===== config.mk =====
export PLATFORM = sky130hd
export DESIGN_NAME = murmur3_32_key_hash
export DESIGN_NICKNAME = d
export VERILOG_FILES = /design/src/hw/rtl/mkh_pkg.sv /design/src/hw/rtl/mkh_front.sv /design/src/hw/rtl/mkh_back.sv /design/src/hw/rtl/murmur3_32_key_hash.sv
export SDC_FILE = /design/constraint.sdc
export NUM_CORES = 2
export LEC_CHECK = 0
export BUFFER_PORTS_ARGS = -buffer_cell sky130_fd_sc_hd__clkbuf_2
export CAP_MARGIN = 20
export CORE_ASPECT_RATIO = 2
export CORE_MARGIN = 5
export CORE_UTILIZATION = 60
export CTS_CLUSTER_DIAMETER = 120
export CTS_CLUSTER_SIZE = 20
export DETAILED_ROUTE_END_ITERATION = 12
export PLACE_DENSITY = 0.83
export SYNTH_ARGS = -nofsm -noshare
export SYNTH_HDL_FRONTEND = slang
export SYNTH_SLANG_ARGS = --single-unit

===== constraint.sdc =====
create_clock -name i_clk -period 10.8 [get_ports i_clk]
set_clock_uncertainty 0.1 [all_clocks]
set_input_delay 0.54 -clock i_clk [delete_from_list [all_inputs] [get_ports i_clk]]
set_output_delay 0.54 -clock i_clk [all_outputs]
set_load 0.005 [all_outputs]

===== src/hw/rtl/mkh_pkg.sv =====
// ---------------------------------------------------------------------------
// mkh_pkg
// Types, constants and helpers of the murmur3 key hash block.
// ---------------------------------------------------------------------------
package mkh_pkg;

    localparam int S_TDATA_W = 40;   // data_word, byte_count, zero fill
    localparam int M_TDATA_W = 64;   // hash_value, bucket_index
    localparam int CFG_IDX_W = 8;

    localparam logic [CFG_IDX_W-1:0] REG_SEED  = 8'd0;
    localparam logic [CFG_IDX_W-1:0] REG_TSIZE = 8'd1;

    localparam logic [31:0] SEED_RST  = 32'd42;
    localparam logic [31:0] TSIZE_RST = 32'd37;

    localparam logic [31:0] MM_C1 = 32'hcc9e2d51;
    localparam logic [31:0] MM_C2 = 32'h1b873593;
    localparam logic [31:0] MM_N  = 32'he6546b64;
    localparam logic [31:0] MM_F1 = 32'h85ebca6b;
    localparam logic [31:0] MM_F2 = 32'hc2b2ae35;

    // One classified chunk as it sits in the queue
    typedef struct packed {
        logic [31:0] word;      // already masked for a tail
        logic [2:0]  len_inc;   // bytes added to the key length
        logic        is_block;  // full block mix, else tail mix
        logic        last;
    } t_chunk;

    typedef enum logic [3:0] {
        B_IDLE,
        B_SCR1,
        B_SCR2,
        B_MIX,
        B_FIN1,
        B_FIN2,
        B_FIN3,
        B_DIV,
        B_OUT
    } t_bstate;

    function automatic logic [31:0] rotl15(input logic [31:0] x);
        rotl15 = {x[16:0], x[31:17]};
    endfunction

    function automatic logic [31:0] rotl13(input logic [31:0] x);
        rotl13 = {x[18:0], x[31:19]};
    endfunction

    function automatic logic [31:0] tail_mask(input logic [1:0] cnt);
        logic [31:0] m;
        case (cnt)
            2'd0:    m = 32'h0000_0000;
            2'd1:    m = 32'h0000_00ff;
            2'd2:    m = 32'h0000_ffff;
            default: m = 32'h00ff_ffff;
        endcase
        tail_mask = m;
    endfunction

endpackage


===== src/hw/rtl/mkh_front.sv =====
// ---------------------------------------------------------------------------
// mkh_front
// Accepts chunks, classifies them as block or tail, and queues them.
// ---------------------------------------------------------------------------
module mkh_front (
    input  logic              i_clk,
    input  logic              i_rst_n,
    input  logic              i_valid,
    output logic              o_ready,
    input  logic [31:0]       i_word,
    input  logic [2:0]        i_count,
    input  logic              i_last,
    output mkh_pkg::t_chunk   o_head,
    output logic              o_head_valid,
    input  logic              i_pop
);

    mkh_pkg::t_chunk r_q [2];
    logic            r_wptr, n_wptr;
    logic            r_rptr, n_rptr;
    logic [1:0]      r_cnt, n_cnt;
    mkh_pkg::t_chunk w_cls;
    logic            w_push;
    logic            w_pop;

    // count of 4..7 or a non-last chunk means a full block
    always_comb begin
        w_cls.last     = i_last;
        w_cls.is_block = !i_last || i_count[2];
        if (w_cls.is_block) begin
            w_cls.word    = i_word;
            w_cls.len_inc = 3'd4;
        end else begin
            w_cls.word    = i_word & mkh_pkg::tail_mask(i_count[1:0]);
            w_cls.len_inc = i_count;
        end
    end

    assign o_ready      = (r_cnt != 2'd2);
    assign w_push       = i_valid && o_ready;
    assign o_head_valid = (r_cnt != 2'd0);
    assign w_pop        = i_pop && o_head_valid;
    assign o_head       = r_q[r_rptr];

    always_comb begin
        n_wptr = r_wptr ^ w_push;
        n_rptr = r_rptr ^ w_pop;
        n_cnt  = r_cnt + {1'b0, w_push} - {1'b0, w_pop};
    end

    always_ff @(posedge i_clk) begin
        if (!i_rst_n) begin
            r_wptr <= 1'b0;
            r_rptr <= 1'b0;
            r_cnt  <= 2'd0;
        end else begin
            r_wptr <= n_wptr;
            r_rptr <= n_rptr;
            r_cnt  <= n_cnt;
        end
    end

    always_ff @(posedge i_clk) begin
        if (w_push) begin
            r_q[r_wptr] <= w_cls;
        end
    end

endmodule


===== src/hw/rtl/mkh_back.sv =====
// ---------------------------------------------------------------------------
// mkh_back
// Sequencer for block mix, final mix and bucket modulo; one shared multiplier.
// ---------------------------------------------------------------------------
module mkh_back (
    input  logic              i_clk,
    input  logic              i_rst_n,
    input  logic [31:0]       i_seed,
    input  logic [31:0]       i_tsize,
    input  mkh_pkg::t_chunk   i_head,
    input  logic              i_head_valid,
    output logic              o_pop,
    output logic              o_valid,
    input  logic              i_ready,
    output logic [31:0]       o_hash,
    output logic [31:0]       o_bucket
);

    mkh_pkg::t_bstate r_state, n_state;
    mkh_pkg::t_chunk  r_item;
    logic [31:0]      r_acc;
    logic [31:0]      r_hash;
    logic [31:0]      r_len;
    logic             r_active;
    logic [31:0]      r_fhash;
    logic [31:0]      r_dvd;
    logic [31:0]      r_rem;
    logic [4:0]       r_dcnt;
    logic             r_ovalid;
    logic [31:0]      r_ohash;
    logic [31:0]      r_obucket;

    logic [31:0]      w_mul_a, w_mul_b, w_prod;
    logic             w_out_load;
    logic             w_out_free;
    logic [31:0]      w_hbase, w_lbase, w_len_new;
    logic [31:0]      w_hx, w_hrot, w_h1;
    logic [32:0]      w_rem_sh;
    logic [32:0]      w_rem_sub;
    logic [31:0]      w_rem_nx;
    logic [31:0]      w_fin3;

    assign w_out_free = !r_ovalid || i_ready;

    // next state
    always_comb begin
        n_state = r_state;
        unique case (r_state)
            mkh_pkg::B_IDLE: if (i_head_valid) n_state = mkh_pkg::B_SCR1;
            mkh_pkg::B_SCR1: n_state = mkh_pkg::B_SCR2;
            mkh_pkg::B_SCR2: n_state = mkh_pkg::B_MIX;
            mkh_pkg::B_MIX:  n_state = r_item.last ? mkh_pkg::B_FIN1 : mkh_pkg::B_IDLE;
            mkh_pkg::B_FIN1: n_state = mkh_pkg::B_FIN2;
            mkh_pkg::B_FIN2: n_state = mkh_pkg::B_FIN3;
            mkh_pkg::B_FIN3: n_state = mkh_pkg::B_DIV;
            mkh_pkg::B_DIV:  if (r_dcnt == 5'd0) n_state = mkh_pkg::B_OUT;
            mkh_pkg::B_OUT:  if (w_out_free) n_state = mkh_pkg::B_IDLE;
            default:         n_state = mkh_pkg::B_IDLE;
        endcase
    end

    // outputs: queue pop, multiplier operands, result load
    always_comb begin
        o_pop      = 1'b0;
        w_out_load = 1'b0;
        w_mul_a    = r_acc ^ {16'd0, r_acc[31:16]};
        w_mul_b    = mkh_pkg::MM_F1;
        unique case (r_state)
            mkh_pkg::B_IDLE: o_pop = i_head_valid;
            mkh_pkg::B_SCR1: begin
                w_mul_a = r_item.word;
                w_mul_b = mkh_pkg::MM_C1;
            end
            mkh_pkg::B_SCR2: begin
                w_mul_a = mkh_pkg::rotl15(r_acc);
                w_mul_b = mkh_pkg::MM_C2;
            end
            mkh_pkg::B_FIN2: begin
                w_mul_a = r_acc ^ {13'd0, r_acc[31:13]};
                w_mul_b = mkh_pkg::MM_F2;
            end
            mkh_pkg::B_OUT: w_out_load = w_out_free;
            default: ;
        endcase
    end

    assign w_prod = w_mul_a * w_mul_b;

    // block / tail mix; a new key starts from the seed
    always_comb begin
        w_hbase   = r_active ? r_hash : i_seed;
        w_lbase   = r_active ? r_len  : 32'd0;
        w_len_new = w_lbase + {29'd0, r_item.len_inc};
        w_hx      = w_hbase ^ r_acc;
        w_hrot    = mkh_pkg::rotl13(w_hx);
        if (r_item.is_block) begin
            w_h1 = {w_hrot[29:0], 2'b00} + w_hrot + mkh_pkg::MM_N;
        end else begin
            w_h1 = w_hx;
        end
    end

    assign w_fin3 = r_acc ^ {16'd0, r_acc[31:16]};

    // one remainder bit per cycle; zero table size leaves the hash itself
    always_comb begin
        w_rem_sh  = {r_rem, r_dvd[31]};
        w_rem_sub = w_rem_sh - {1'b0, i_tsize};
        if (w_rem_sh >= {1'b0, i_tsize}) begin
            w_rem_nx = w_rem_sub[31:0];
        end else begin
            w_rem_nx = w_rem_sh[31:0];
        end
    end

    always_ff @(posedge i_clk) begin
        if (!i_rst_n) begin
            r_state  <= mkh_pkg::B_IDLE;
            r_active <= 1'b0;
            r_ovalid <= 1'b0;
        end else begin
            r_state <= n_state;
            if (r_state == mkh_pkg::B_MIX) begin
                r_active <= !r_item.last;
            end
            if (w_out_load) begin
                r_ovalid <= 1'b1;
            end else if (i_ready) begin
                r_ovalid <= 1'b0;
            end
        end
    end

    always_ff @(posedge i_clk) begin
        if (o_pop) begin
            r_item <= i_head;
        end
        case (r_state)
            mkh_pkg::B_SCR1, mkh_pkg::B_SCR2,
            mkh_pkg::B_FIN1, mkh_pkg::B_FIN2: r_acc <= w_prod;
            mkh_pkg::B_MIX: begin
                r_hash <= w_h1;
                r_len  <= w_len_new;
                r_acc  <= w_h1 ^ w_len_new;
            end
            mkh_pkg::B_FIN3: begin
                r_fhash <= w_fin3;
                r_dvd   <= w_fin3;
                r_rem   <= 32'd0;
                r_dcnt  <= 5'd31;
            end
            mkh_pkg::B_DIV: begin
                r_rem  <= w_rem_nx;
                r_dvd  <= {r_dvd[30:0], 1'b0};
                r_dcnt <= r_dcnt - 5'd1;
            end
            default: ;
        endcase
        if (w_out_load) begin
            r_ohash   <= r_fhash;
            r_obucket <= r_rem;
        end
    end

    assign o_valid  = r_ovalid;
    assign o_hash   = r_ohash;
    assign o_bucket = r_obucket;

endmodule


===== src/hw/rtl/murmur3_32_key_hash.sv =====
// ---------------------------------------------------------------------------
// murmur3_32_key_hash
// Streaming MurmurHash3 x86_32 of a key, with bucket index modulo table size.
// ---------------------------------------------------------------------------
//  channel   direction  payload
//  s_axis    in         tdata[31:0] data_word, tdata[34:32] byte_count,
//                       tlast last_chunk
//  m_axis    out        tdata[31:0] hash_value, tdata[63:32] bucket_index
//  cfg       in         index 0 seed, index 1 table_size, i_cfg_data value
//
//  A non-last chunk passes the back end as pop, two scramble
//  multiplies, mix. A last chunk adds three final-mix steps (two on the
//  shared multiplier), a bit-serial modulo and one load.
//  A two-entry request queue lets the front accept while the back works.
//  Reset is synchronous; the seed takes effect at the start of the next key.
// ---------------------------------------------------------------------------
module murmur3_32_key_hash (
    input  logic                            i_clk,
    input  logic                            i_rst_n,
    input  logic                            s_axis_tvalid,
    output logic                            s_axis_tready,
    // [31:0] data_word, [34:32] byte_count, [39:35] zero
    input  logic [mkh_pkg::S_TDATA_W-1:0]   s_axis_tdata,
    input  logic                            s_axis_tlast,
    output logic                            m_axis_tvalid,
    input  logic                            m_axis_tready,
    // [31:0] hash_value, [63:32] bucket_index
    output logic [mkh_pkg::M_TDATA_W-1:0]   m_axis_tdata,
    input  logic                            i_cfg_valid,
    output logic                            o_cfg_ready,
    input  logic [mkh_pkg::CFG_IDX_W-1:0]   i_cfg_index,
    input  logic [31:0]                     i_cfg_data
);

    logic [31:0]     r_seed;
    logic [31:0]     r_tsize;
    mkh_pkg::t_chunk w_head;
    logic            w_head_valid;
    logic            w_pop;
    logic [31:0]     w_hash;
    logic [31:0]     w_bucket;

    assign o_cfg_ready = 1'b1;

    always_ff @(posedge i_clk) begin
        if (!i_rst_n) begin
            r_seed  <= mkh_pkg::SEED_RST;
            r_tsize <= mkh_pkg::TSIZE_RST;
        end else if (i_cfg_valid) begin
            unique case (i_cfg_index)
                mkh_pkg::REG_SEED:  r_seed  <= i_cfg_data;
                mkh_pkg::REG_TSIZE: r_tsize <= i_cfg_data;
                default: ;
            endcase
        end
    end

    mkh_front u_front (
        .i_clk        (i_clk),
        .i_rst_n      (i_rst_n),
        .i_valid      (s_axis_tvalid),
        .o_ready      (s_axis_tready),
        .i_word       (s_axis_tdata[31:0]),
        .i_count      (s_axis_tdata[34:32]),
        .i_last       (s_axis_tlast),
        .o_head       (w_head),
        .o_head_valid (w_head_valid),
        .i_pop        (w_pop)
    );

    mkh_back u_back (
        .i_clk        (i_clk),
        .i_rst_n      (i_rst_n),
        .i_seed       (r_seed),
        .i_tsize      (r_tsize),
        .i_head       (w_head),
        .i_head_valid (w_head_valid),
        .o_pop        (w_pop),
        .o_valid      (m_axis_tvalid),
        .i_ready      (m_axis_tready),
        .o_hash       (w_hash),
        .o_bucket     (w_bucket)
    );

    assign m_axis_tdata = {w_bucket, w_hash};

endmodule


==> results.cfg <==
[hold_path]
hold_start = s_axis_tlast
hold_depth = 1
worst_hold_path_type = in2reg
holdPathEnd = u_front.r_q[1][0]

[route]
vias = 26900
wire_per_inst_um = 27.9
ant_nets = 0
wl_mm = 125
route.detailed.drc = 0
viasPerCell = 5.97
drt_iter0_markers = 2308
first_pass_iters = 6

[synthesis]
yosys-top-cells-count = inv_1, nand2_1, fa_1
ys_ff_latch = 446
seq_area_frac_synth = 0.343
synth_edf_count = 372
yosys_warnings = 0
synth_nets = 4305
netlist_top_cells_area = edfxtp_1, fa_1, ha_1
async_flop_share = 0
synth_top_area_share = 0.303
yosysMostFrequentCell = inv_1
ys_types = 87
ys.flop_type = edfxtp_1
avgSynthCellArea_um2 = 10.3
yosys.area.top_type = edfxtp_1
netlist_instances = 3591
synth_area_um2 = 36900

[placed_design]
gp_congestion = 1.12
place_hpwl_mm = 103
port-buffer-count = 146

[die]
ios = 153
die_h_um = 361
dieArea_um2 = 66900
die_w_um = 185
initial_core_util = 0.605
coreArea_um2 = 61000
rows = 128

[clocking]
clock_path_buffers = 3
cts_setup_buffers = 0
ctsHtreeMaxLevel = 1
cts_tree = built
insertion_delay_ns = 0.63
cts_root_buf = clkbuf_16
path_clk_slew_ns = 0.09
cts_hold_buf = 0
cts_buffers = 26
clkSinkCount = 446
post_cts_resized = 0

[timing]
finalMaxSlewViolations = 0
fin_crit_sh = 0.938
fmax_ghz = 0.0987
fin_crit_ns = 10.13
rsz0062_at_grt = false
setup_viol = 0
finalHoldViolCount = 0
worst_pin_slew_ns = 1.22
setup_tns_ns = 0
maxSlewHeadroom = 0.181

[finish]
layout-drive-gt1-share = 0.0928
top_regs = u_front.r_q x74, u_back.r_item x37
largest_reg_flops = 74
top_register = u_front.r_q
synthToLayoutAreaGrowth_pct = 6.84
num-fill-cells = 4935
final_nets = 4411

[grt]
grt_remaining_overflow = 0
grt_pass1_vias = 28200
grt_max_degree = 75
grt_antenna_before_repair = 3
grt_pass1_wl_mm = 180
track_usage = 0.376

[flow_run]
maxCapViolCount = 0

[status]
status = completed

[worst_setup_path]
slowest_delay_ns = 1.05
path_max_fanout = 14
cpMaxStageDelayCell = nor4b_4
start_kind = flop
critical_path_required_ns = 11.03
cp.arrival_ns = 10.37
crit_type = reg2reg
r2r_slack_ns = 0.67
r2r_end = u_back.r_acc[31]
cp-end-kind = flop
r2r-start = u_back.r_state[2]
r2r_cells = 30
cpMostUsedCell = fa_1
## cell usage in the layout (no fill, tap or decap), types with 10 or more instances in the layout
cell	n
or2_2	10
and3_1	12
o21a_1	15
clkbuf_1	20
nand4_1	10
fa_1	381
nand3_1	35
o21bai_1	11
inv_1	625
a21boi_0	65
mux2i_1	60
and2_1	68
buf_4	78
nor2_1	232
o21ai_0	76
a21oi_1	120
nand2_1	432
a22oi_1	10
a21o_1	48
clkbuf_2	146
nor3_1	23
nor2b_1	45
nand2b_1	15
edfxtp_1	372
mux2_2	43
nand3b_1	10
xnor2_1	165
dfxtp_1	73
ha_1	247
a211oi_1	15
xor2_1	89
clkbuf_16	26
## worst max-delay path by stage
stage                 startpoint  slack [ns]          endpoint
2_1_floorplan  u_back.r_state[1]        2.43  u_back.r_acc[31]
3_3_place_gp   u_back.r_state[2]        1.01  u_back.r_acc[31]
3_5_place_dp   u_back.r_state[2]         1.0  u_back.r_acc[31]
4_1_cts        u_back.r_state[2]        0.91  u_back.r_acc[31]
5_1_grt        u_back.r_state[2]        0.47  u_back.r_acc[31]
6_report       u_back.r_state[2]        0.67  u_back.r_acc[31]
## logic make-up after synthesis
kind of cell / share of synthesized area
compound gates: 0.0799
fa+ha+maj: 0.290
flops: 0.343
simple gates: 0.113
buf+inv: 0.0808
other cells: 0.000102
xor+xnor: 0.0624
mux: 0.0301
## layer usage
metal,part of all wire,GRT usage,up-vias
met2,0.49,0.633,1311
met4,0.15,0.397,0
met1,0.30,0.368,13200
met3,0.067,0.0603,622
li1,-,-,11800
met5,0,0,-
## stage by stage
step	util	hold WS, ns	instances	instance area (um2)	worst slack, ns
final	0.646	0.0417	4500	39400	0.665
after global routing	0.646	0.0408	4499	39400	0.471
after CTS	0.646	0.0209	4497	39400	0.908
after detailed placement	0.634	0.305	4449	38700	0.995
after global placement	0.634	0.302	4449	38700	1.01
after floorplan	-	0.300	3591	36900	2.43
## critical path: cells and delay by family, from the launching register on
family,cells,cell delay [ns]
simple gates,9,2.54
buf+inv,5,0.62
xor+xnor,1,0.08
compound gates,6,1.36
fa+ha+maj,9,4.67
flops,1,0.48
## layout make-up
cell class / instances / area (um2) / share of cell area
Inverter: 628 / 2360 / 0.0598
Timing Repair Buffer: 225 / 1340 / 0.0339
Tap cell: 780 / 976 / 0.0248
Multi-Input combinational cell: 2370 / 21300 / 0.541
Sequential cell: 446 / 12700 / 0.321
Antenna cell: 3 / 7.51 / 0.000190
Clock buffer: 46 / 726 / 0.0184
Clock inverter: 2 / 32.5 / 0.000825
Power is left out: the tool's default activity adds up to more than one toggle a clock period on the data nets, which glitch-free logic cannot reach.
